`src/design/sod_pkg.sv`:
```
// ----------------------------------------------------------------------------
// sod_pkg
// Types and constants shared by the send-on-delta report filter modules.
// ----------------------------------------------------------------------------
package sod_pkg;

    localparam int NUM_CHANNELS_DEF = 4;
    localparam int CFG_CH_COUNT     = 4;

    localparam int SAMPLE_W = 32;
    localparam int TIME_W   = 32;
    localparam int DELTA_W  = 31;
    localparam int CH_W     = 2;

    typedef logic [CH_W-1:0]     t_channel;
    typedef logic [SAMPLE_W-1:0] t_value;
    typedef logic [TIME_W-1:0]   t_time;
    typedef logic [DELTA_W-1:0]  t_delta;
    typedef logic [2:0]          t_cfg_index;

    localparam t_channel CH_TEMP  = 2'd0;
    localparam t_channel CH_HUMID = 2'd1;
    localparam t_channel CH_LIGHT = 2'd2;
    localparam t_channel CH_PRESS = 2'd3;

    localparam t_cfg_index CFG_HB_BASE = 3'd4;

    localparam t_value ONE_Q8 = 32'sd256;
    localparam t_time  TIME_MAX = '1;

    localparam t_delta DELTA_RESET [CFG_CH_COUNT] = '{31'd51, 31'd1280, 31'd6400, 31'd5120};
    localparam t_time  HEARTBEAT_RESET = 32'd900000;

    typedef struct packed {
        logic   update;
        t_value value;
        t_time  deadline;
    } t_decision;

endpackage

```
`src/design/sod_eval.sv`:
```
// ----------------------------------------------------------------------------
// sod_eval
// Report decision for one sample against its channel's stored entry.
// ----------------------------------------------------------------------------
module sod_eval #(
    parameter int NUM_CHANNELS = sod_pkg::NUM_CHANNELS_DEF
) (
    input  sod_pkg::t_channel  i_channel,
    input  sod_pkg::t_value    i_sample,
    input  sod_pkg::t_time     i_now_ms,
    input  logic               i_altitude_ok,
    input  sod_pkg::t_value    i_last,
    input  sod_pkg::t_time     i_deadline,
    input  sod_pkg::t_delta    i_delta,
    input  sod_pkg::t_time     i_heartbeat,
    output sod_pkg::t_decision o_decision
);
    import sod_pkg::*;

    logic            in_range;
    logic            is_light;
    t_value          value;
    logic [32:0]     diff;
    logic [31:0]     mag;
    logic            fire;
    logic [32:0]     dl_sum;

    always_comb begin
        in_range = (32'(i_channel) < NUM_CHANNELS);
        is_light = (i_channel == CH_LIGHT);
        value    = (is_light && ($signed(i_sample) < $signed(ONE_Q8))) ? '0 : i_sample;
        diff     = {value[31], value} - {i_last[31], i_last};
        mag      = diff[32] ? 32'(-diff) : diff[31:0];
        fire     = (mag >= {1'b0, i_delta}) || (i_deadline < i_now_ms);
        if (is_light) begin
            if ((value == '0) && (i_last != '0)) begin
                fire = 1'b1;
            end
            if (($signed(value) > $signed(ONE_Q8)) && (i_last == '0)) begin
                fire = 1'b1;
            end
        end
        dl_sum = {1'b0, i_now_ms} + {1'b0, i_heartbeat};

        o_decision.update   = in_range && fire && !((i_channel == CH_PRESS) && !i_altitude_ok);
        o_decision.value    = value;
        o_decision.deadline = dl_sum[32] ? TIME_MAX : dl_sum[31:0];
    end

endmodule

```
`src/design/send_on_delta_report_filter.sv`:
```
// ----------------------------------------------------------------------------
// send_on_delta_report_filter
// Send-on-delta filter with heartbeat timeout over per-channel sensor samples.
//
//   Channel   Direction  Fields
//   s_axis    in         tuser: channel; tdata: sample, now_ms, altitude_ok, altitude
//   m_axis    out        tuser: out_channel; tdata: report_value, out_altitude
//   i_cfg_*   in         register index, write data
//
// One item per cycle while the output is free; the edge that accepts an item reads the state memory,
// and when stage 1 advances the decision is taken, written back and loaded into the output register.
// A write to the entry being read in the same cycle is forwarded.
// Reset clears the per-entry valid bits, so every entry reads as zero.
// A report that cannot enter a full output register stalls the input.
// ----------------------------------------------------------------------------
module send_on_delta_report_filter #(
    parameter int NUM_CHANNELS = sod_pkg::NUM_CHANNELS_DEF
) (
    input  logic                i_clk,
    input  logic                i_rst_n,
    input  logic                s_axis_tvalid,
    output logic                s_axis_tready,
    // tdata: sample[31:0], now_ms[63:32], altitude_ok[64], altitude[96:65], zero pad
    input  logic [103:0]        s_axis_tdata,
    // tuser: channel[1:0]
    input  sod_pkg::t_channel   s_axis_tuser,
    output logic                m_axis_tvalid,
    input  logic                m_axis_tready,
    // tdata: report_value[31:0], out_altitude[63:32]
    output logic [63:0]         m_axis_tdata,
    // tuser: out_channel[1:0]
    output sod_pkg::t_channel   m_axis_tuser,
    input  logic                i_cfg_we,
    input  sod_pkg::t_cfg_index i_cfg_index,
    input  logic [31:0]         i_cfg_data
);
    import sod_pkg::*;

    localparam int AW = (NUM_CHANNELS > 1) ? $clog2(NUM_CHANNELS) : 1;

    t_delta r_delta [CFG_CH_COUNT];
    t_time  r_heartbeat [CFG_CH_COUNT];

    logic [63:0]   r_mem [NUM_CHANNELS];
    logic [NUM_CHANNELS-1:0] r_valid;
    logic [63:0]   r_rd_data;
    logic          r_rd_valid;
    logic          r_byp_hit;
    logic [63:0]   r_byp_data;

    logic          r_s1_valid;
    t_channel      r_s1_channel;
    t_value        r_s1_sample;
    t_time         r_s1_now;
    logic          r_s1_alt_ok;
    t_value        r_s1_altitude;

    logic          r_out_valid;
    t_channel      r_out_channel;
    t_value        r_out_value;
    t_value        r_out_altitude;

    logic          accept;
    logic          out_free;
    logic          s1_advance;
    logic          wr_en;
    logic [AW-1:0] wr_addr;
    logic [AW-1:0] rd_addr;
    logic [31:0]   in_ch_ext;
    logic [31:0]   s1_ch_ext;
    logic [63:0]   entry;
    logic [63:0]   wr_data;
    t_decision     decision;

    always_comb begin
        in_ch_ext  = 32'(s_axis_tuser);
        s1_ch_ext  = 32'(r_s1_channel);
        rd_addr    = (in_ch_ext < NUM_CHANNELS) ? in_ch_ext[AW-1:0] : '0;
        wr_addr    = s1_ch_ext[AW-1:0];
        entry      = r_byp_hit ? r_byp_data : (r_rd_valid ? r_rd_data : '0);
        out_free   = !r_out_valid || m_axis_tready;
        s1_advance = r_s1_valid && (!decision.update || out_free);
        wr_en      = s1_advance && decision.update;
        wr_data    = {decision.deadline, decision.value};
        s_axis_tready = !r_s1_valid || s1_advance;
        accept     = s_axis_tvalid && s_axis_tready;
    end

    sod_eval #(
        .NUM_CHANNELS(NUM_CHANNELS)
    ) u_eval (
        .i_channel     (r_s1_channel),
        .i_sample      (r_s1_sample),
        .i_now_ms      (r_s1_now),
        .i_altitude_ok (r_s1_alt_ok),
        .i_last        (entry[31:0]),
        .i_deadline    (entry[63:32]),
        .i_delta       (r_delta[r_s1_channel]),
        .i_heartbeat   (r_heartbeat[r_s1_channel]),
        .o_decision    (decision)
    );

    always_ff @(posedge i_clk) begin
        if (!i_rst_n) begin
            for (int i = 0; i < CFG_CH_COUNT; i++) begin
                r_delta[i]     <= DELTA_RESET[i];
                r_heartbeat[i] <= HEARTBEAT_RESET;
            end
        end else if (i_cfg_we) begin
            if (i_cfg_index < CFG_HB_BASE) begin
                r_delta[i_cfg_index[1:0]] <= i_cfg_data[DELTA_W-1:0];
            end else begin
                r_heartbeat[i_cfg_index[1:0]] <= i_cfg_data;
            end
        end
    end

    always_ff @(posedge i_clk) begin
        if (wr_en) begin
            r_mem[wr_addr] <= wr_data;
        end
        if (accept) begin
            r_rd_data  <= r_mem[rd_addr];
            r_rd_valid <= r_valid[rd_addr];
            r_byp_hit  <= wr_en && (wr_addr == rd_addr);
            r_byp_data <= wr_data;
        end
    end

    always_ff @(posedge i_clk) begin
        if (!i_rst_n) begin
            r_valid <= '0;
        end else if (wr_en) begin
            r_valid[wr_addr] <= 1'b1;
        end
    end

    always_ff @(posedge i_clk) begin
        if (!i_rst_n) begin
            r_s1_valid <= 1'b0;
        end else if (accept) begin
            r_s1_valid <= 1'b1;
        end else if (s1_advance) begin
            r_s1_valid <= 1'b0;
        end
    end

    always_ff @(posedge i_clk) begin
        if (accept) begin
            r_s1_channel  <= s_axis_tuser;
            r_s1_sample   <= s_axis_tdata[31:0];
            r_s1_now      <= s_axis_tdata[63:32];
            r_s1_alt_ok   <= s_axis_tdata[64];
            r_s1_altitude <= s_axis_tdata[96:65];
        end
    end

    always_ff @(posedge i_clk) begin
        if (!i_rst_n) begin
            r_out_valid <= 1'b0;
        end else if (wr_en) begin
            r_out_valid <= 1'b1;
        end else if (m_axis_tready) begin
            r_out_valid <= 1'b0;
        end
    end

    always_ff @(posedge i_clk) begin
        if (wr_en) begin
            r_out_channel  <= r_s1_channel;
            r_out_value    <= decision.value;
            r_out_altitude <= (r_s1_channel == CH_PRESS) ? r_s1_altitude : '0;
        end
    end

    assign m_axis_tvalid = r_out_valid;
    assign m_axis_tuser  = r_out_channel;
    assign m_axis_tdata  = {r_out_altitude, r_out_value};

endmodule

```
`config.mk`:
```
export PLATFORM = sky130hd
export DESIGN_NAME = send_on_delta_report_filter
export DESIGN_NICKNAME = d
export VERILOG_FILES = /design/src/design/sod_pkg.sv /design/src/design/sod_eval.sv /design/src/design/send_on_delta_report_filter.sv
export SDC_FILE = /design/constraint.sdc
export NUM_CORES = 1
export LEC_CHECK = 0
export ABC_AREA = 1
export BUFFER_PORTS_ARGS = -buffer_cell sky130_fd_sc_hd__buf_4
export CELL_PAD_IN_SITES_DETAIL_PLACEMENT = 1
export CELL_PAD_IN_SITES_GLOBAL_PLACEMENT = 2
export CORE_ASPECT_RATIO = 0.5
export CORE_MARGIN = 2
export CORE_UTILIZATION = 37
export CTS_BUF_LIST = sky130_fd_sc_hd__clkbuf_8
export CTS_CLUSTER_DIAMETER = 50
export CTS_CLUSTER_SIZE = 12
export DETAILED_ROUTE_END_ITERATION = 10
export PLACE_DENSITY = 0.76
export SLEW_MARGIN = 10
export SYNTH_ARGS = -nofsm -noshare
export SYNTH_HDL_FRONTEND = slang
export SYNTH_HIERARCHICAL = 1
export SYNTH_SLANG_ARGS = --single-unit
```
`constraint.sdc`:
```
create_clock -name i_clk -period 9.6 [get_ports i_clk]
set_input_delay 0.96 -clock i_clk [delete_from_list [all_inputs] [get_ports i_clk]]
set_output_delay 0.96 -clock i_clk [all_outputs]
set_load 0.02 [all_outputs]
```
==> impl_metrics.sql <==
INSERT INTO impl_metrics (metric_group, metric, value, unit) VALUES
('pwr', 'p_per_area', '187.2', 'nW/um^2'),
('logic_synthesis', 'yosys.cell_types.count', '52', ''),
('worst_setup_path', 'crit_path_top_delay_cell', 'edfxtp_1', ''),
('clocking', 'post_cts.repair.setup_buffers', '0', ''),
('sta', 'worst-slew-pin-transition', '1.120', 'ns'),
('route', 'wirelength', '110200', 'microns'),
('logic_synthesis', 'synth.yosys.seq_area_share', '0.6214', ''),
('clocking', 'cts-root-buf', 'clkbuf_8', ''),
('status', 'status', 'finished, final reports clean', ''),
('die', 'die_height', '233.7', 'microns'),
('cells_and_area', 'final_util', '0.4143', ''),
('logic_synthesis', 'postSynthAreaPerCell', '10.01', 'sq um'),
('sta', 'final_hold_viol_count', '0', ''),
('die', 'initial_core_util', '0.3724', ''),
('sta', 'final_period_minus_worst_setup_slack', '8.279', 'ns'),
('die', 'num_rows', '84', ''),
('worst_setup_path', 'cp_slowest_stage_delay', '0.56', 'ns'),
('cells_and_area', 'drive_gt1_frac', '0.1014', ''),
('grt', 'grt_start_max_net_pins', '129', ''),
('cells_and_area', 'final_standard_cell_count_with_taps_included_and_fillers_excluded', '5531', ''),
('pwr', 'p_switching', '2.544', 'mW'),
('pwr', 'p_leak', '18.70', 'nW'),
('grt', 'grt_remaining_overflow', '0', ''),
('logic_synthesis', 'syn-instance-count', '3903', ''),
('logic_synthesis', 'synth-edff-count', '803', ''),
('clocking', 'cts_htree_levels', '3', ''),
('route', 'dr.first_iter.drc_count', '1614', ''),
('cells_and_area', 'nets', '4355', ''),
('placement', 'place.gp.congestion', '0.8584', ''),
('clocking', 'clk_pin_slew', '0.09', 'ns'),
('sta', 'achievable-frequency', '120.8', 'MHz'),
('logic_synthesis', 'synth_top_family_by_area', 'simple AND/OR/NAND/NOR gates', ''),
('route', 'routed-via-count', '27230', ''),
('placement', 'portBuffers', '206', ''),
('cells_and_area', 'final_cell_area', '43460', 'sq um'),
('sta', 'fin_tns_setup', '0', 'ns'),
('sta', 'grt_setup_unrepaired', 'false', ''),
('logic_synthesis', 'synth_fp_nets', '4178', ''),
('logic_synthesis', 'async_flop_share', '0', ''),
('cells_and_area', 'n_fill_cell', '11790', ''),
('sta', 'post-route-worst-setup-slack', '1.321', 'ns'),
('placement', 'hpwlAfterDp', '75230', 'microns'),
('die', 'pin_count', '214', ''),
('logic_synthesis', 'yosys.area_share.simple', '0.1560', ''),
('logic_synthesis', 'synth-main-ff-cell', 'edfxtp_1', ''),
('logic_synthesis', 'cell_area_synth', '39060', 'sq um'),
('clocking', 'later_pin_clock_latency_in_the_skew_report', '0.79', 'ns'),
('worst_hold_path', 'min_path_type', 'primary input to register', ''),
('sta', 'max_slew_margin', '0.2496', ''),
('route', 'ant_nets', '0', ''),
('grt', 'grt_first_pass_wirelength', '166700', 'microns'),
('pwr', 'power.switching_fraction', '0.3127', ''),
('worst_setup_path', 'crit_top_cell', 'nand2_1', ''),
('logic_synthesis', 'synth-xor-area-share', '0.01317', ''),
('cells_and_area', 'footprint_of_the_multi_input_gates', '11510', 'sq um'),
('worst_setup_path', 'timing.setup.critical_path_class', 'register to output port', ''),
('die', 'die_width', '463.5', 'microns'),
('pwr', 'clock_power_share', '0.254', ''),
('sta', 'setup_viol', '0', ''),
('grt', 'grt_antenna_before_repair', '7', ''),
('placement', 'pre_cts_ws', '1.282', 'ns'),
('worst_setup_path', 'startpoint_type', 'register', ''),
('pwr', 'power.share.combinational', '0.219', ''),
('clocking', 'clock_sink_count', '811', ''),
('route', 'drt-wirelength-per-cell', '19.93', 'microns'),
('grt', 'groute.usage.overall', '0.2031', ''),
('die', 'design.die.area', '108300', 'sq um'),
('worst_setup_path', 'worstPathRequired', '8.64', 'ns'),
('cells_and_area', 'layout.area.seq', '24280', 'sq um'),
('pwr', 'seq_power_share', '0.528', ''),
('route', 'drcViolationCount', '0', '');
power by group through the flow:
| stage | registers [mW] | clock network (mW) | logic, mW |
|---|---|---|---|
| 2_1_floorplan | 4.37 | 0 | 1.16 |
| 3_3_place_gp | 4.37 | 0 | 1.73 |
| 3_5_place_dp | 4.38 | 0 | 1.79 |
| 4_1_cts | 4.30 | 2.15 | 1.80 |
| 5_1_grt | 4.32 | 2.26 | 2.01 |
| 6_report | 4.29 | 2.06 | 1.78 |
stage by stage:
| step | hold WS [ns] | total power [mW] |
|---|---|---|
| 4_1_cts | 0.2310 | 8.239 |
| 3_5_place_dp | 0.4438 | 6.161 |
| 3_3_place_gp | 0.4404 | 6.098 |
| 5_1_grt | 0.2717 | 8.589 |
| 2_1_floorplan | 0.4268 | 5.532 |
| 6_report | 0.3430 | 8.135 |
registers in the layout, indices dropped and copies added, names as in the netlist, 2 cells and up, named ones only:
| signal | flops |
|---|---|
| r_delta | 124 |
| r_s1_altitude | 32 |
| r_heartbeat | 128 |
| r_mem | 256 |
| r_out_altitude | 32 |
| r_out_value | 32 |
| r_valid | 4 |
| r_s1_now | 32 |
| r_byp_data | 64 |
| r_s1_sample | 32 |
| m_axis_tuser | 2 |
| r_s1_channel | 2 |
| r_rd_data | 64 |
layout by cell type (no fill, tap or decap), drive strengths merged, types with 5 or more instances in the layout:
cell / netlist / final
nand3: 149 / 149
clkinv: 0 / 5
dfxtp: 8 / 8
inv: 711 / 733
nor4: 9 / 9
a21oi: 223 / 223
xor2: 30 / 30
o21a: 5 / 5
buf: 84 / 238
nor2: 377 / 377
o21ai: 160 / 160
xnor2: 27 / 27
clkbuf: 60 / 83
a21boi: 5 / 5
ha: 127 / 127
nand4: 20 / 20
o211ai: 130 / 130
nor3: 24 / 24
edfxtp: 803 / 803
nand2: 902 / 902
a31oi: 15 / 15
worst max-delay path, delay by kind of cell, from the launching register on:
kind | cells | cell delay (ns)
AO/OA/AOI/OAI | 4 | 0.38
XOR/XNOR | 2 | 0.37
adder cells (fa/ha/maj) | 2 | 0.75
buffers and inverters | 7 | 0.89
flip-flops | 1 | 0.56
AND/OR/NAND/NOR | 23 | 3.60
final timing paths:
check                            start                 endpoint  slack [ns]  cells past startpoint
max          r_s1_channel[1]$_DFFE_PP_            s_axis_tready        1.32                     38
min                   s_axis_tdata[32]    r_s1_now[0]$_DFFE_PP_        0.34                      1
max reg2reg  r_s1_channel[1]$_DFFE_PP_  r_rd_data[37]$_DFFE_PP_        1.49                     41
min reg2reg    r_valid[0]$_SDFFE_PN0P_  r_valid[0]$_SDFFE_PN0P_        0.45                      2
cells in the mapped netlist, drive strengths merged, types with 5 or more instances:
library cell  instances  area share
a21oi               223       0.029
a31oi                15      0.0026
a21boi                5     0.00096
o211ai              130       0.025
xnor2                27      0.0062
inv                 711       0.068
nand3               149       0.020
xor2                 30      0.0069
edfxtp              803        0.62
ha                  127       0.041
o21a                  5     0.00096
nand4                20      0.0034
dfxtp                 8      0.0041
nand2               902       0.088
o21ai               160       0.021
nor4                  9      0.0014
clkbuf               60      0.0058
nor3                 24      0.0032
nor2                377       0.037
buf                  84       0.011
per-layer routing:
metal / vias up / track usage / wire (microns)
met4: 0 / 0.04906 / 2136
met3: 129 / 0.03019 / 4292
met5: - / 0 / 0
met2: 460 / 0.3296 / 50420
li1: 13160 / - / -
met1: 13480 / 0.2877 / 53390
kinds of logic after synthesis:
kind of cell             count (synthesis)
AND/OR/NAND/NOR                       1495
flip-flops                             811
XOR/XNOR                                57
adder cells (fa/ha/maj)                129
AO/OA/AOI/OAI                          556
buffers and inverters                  855
layout make-up:
class	count	area share
sequential	811	0.5587
tap	1419	0.04085
antenna	1	0.00005758
clock inverter	31	0.004520
multi-input combinational	2237	0.2648
timing repair buffer	238	0.04321
clock buffer	83	0.02629
inverter	711	0.06158
Note: power is estimated with default switching activity, not from simulation.
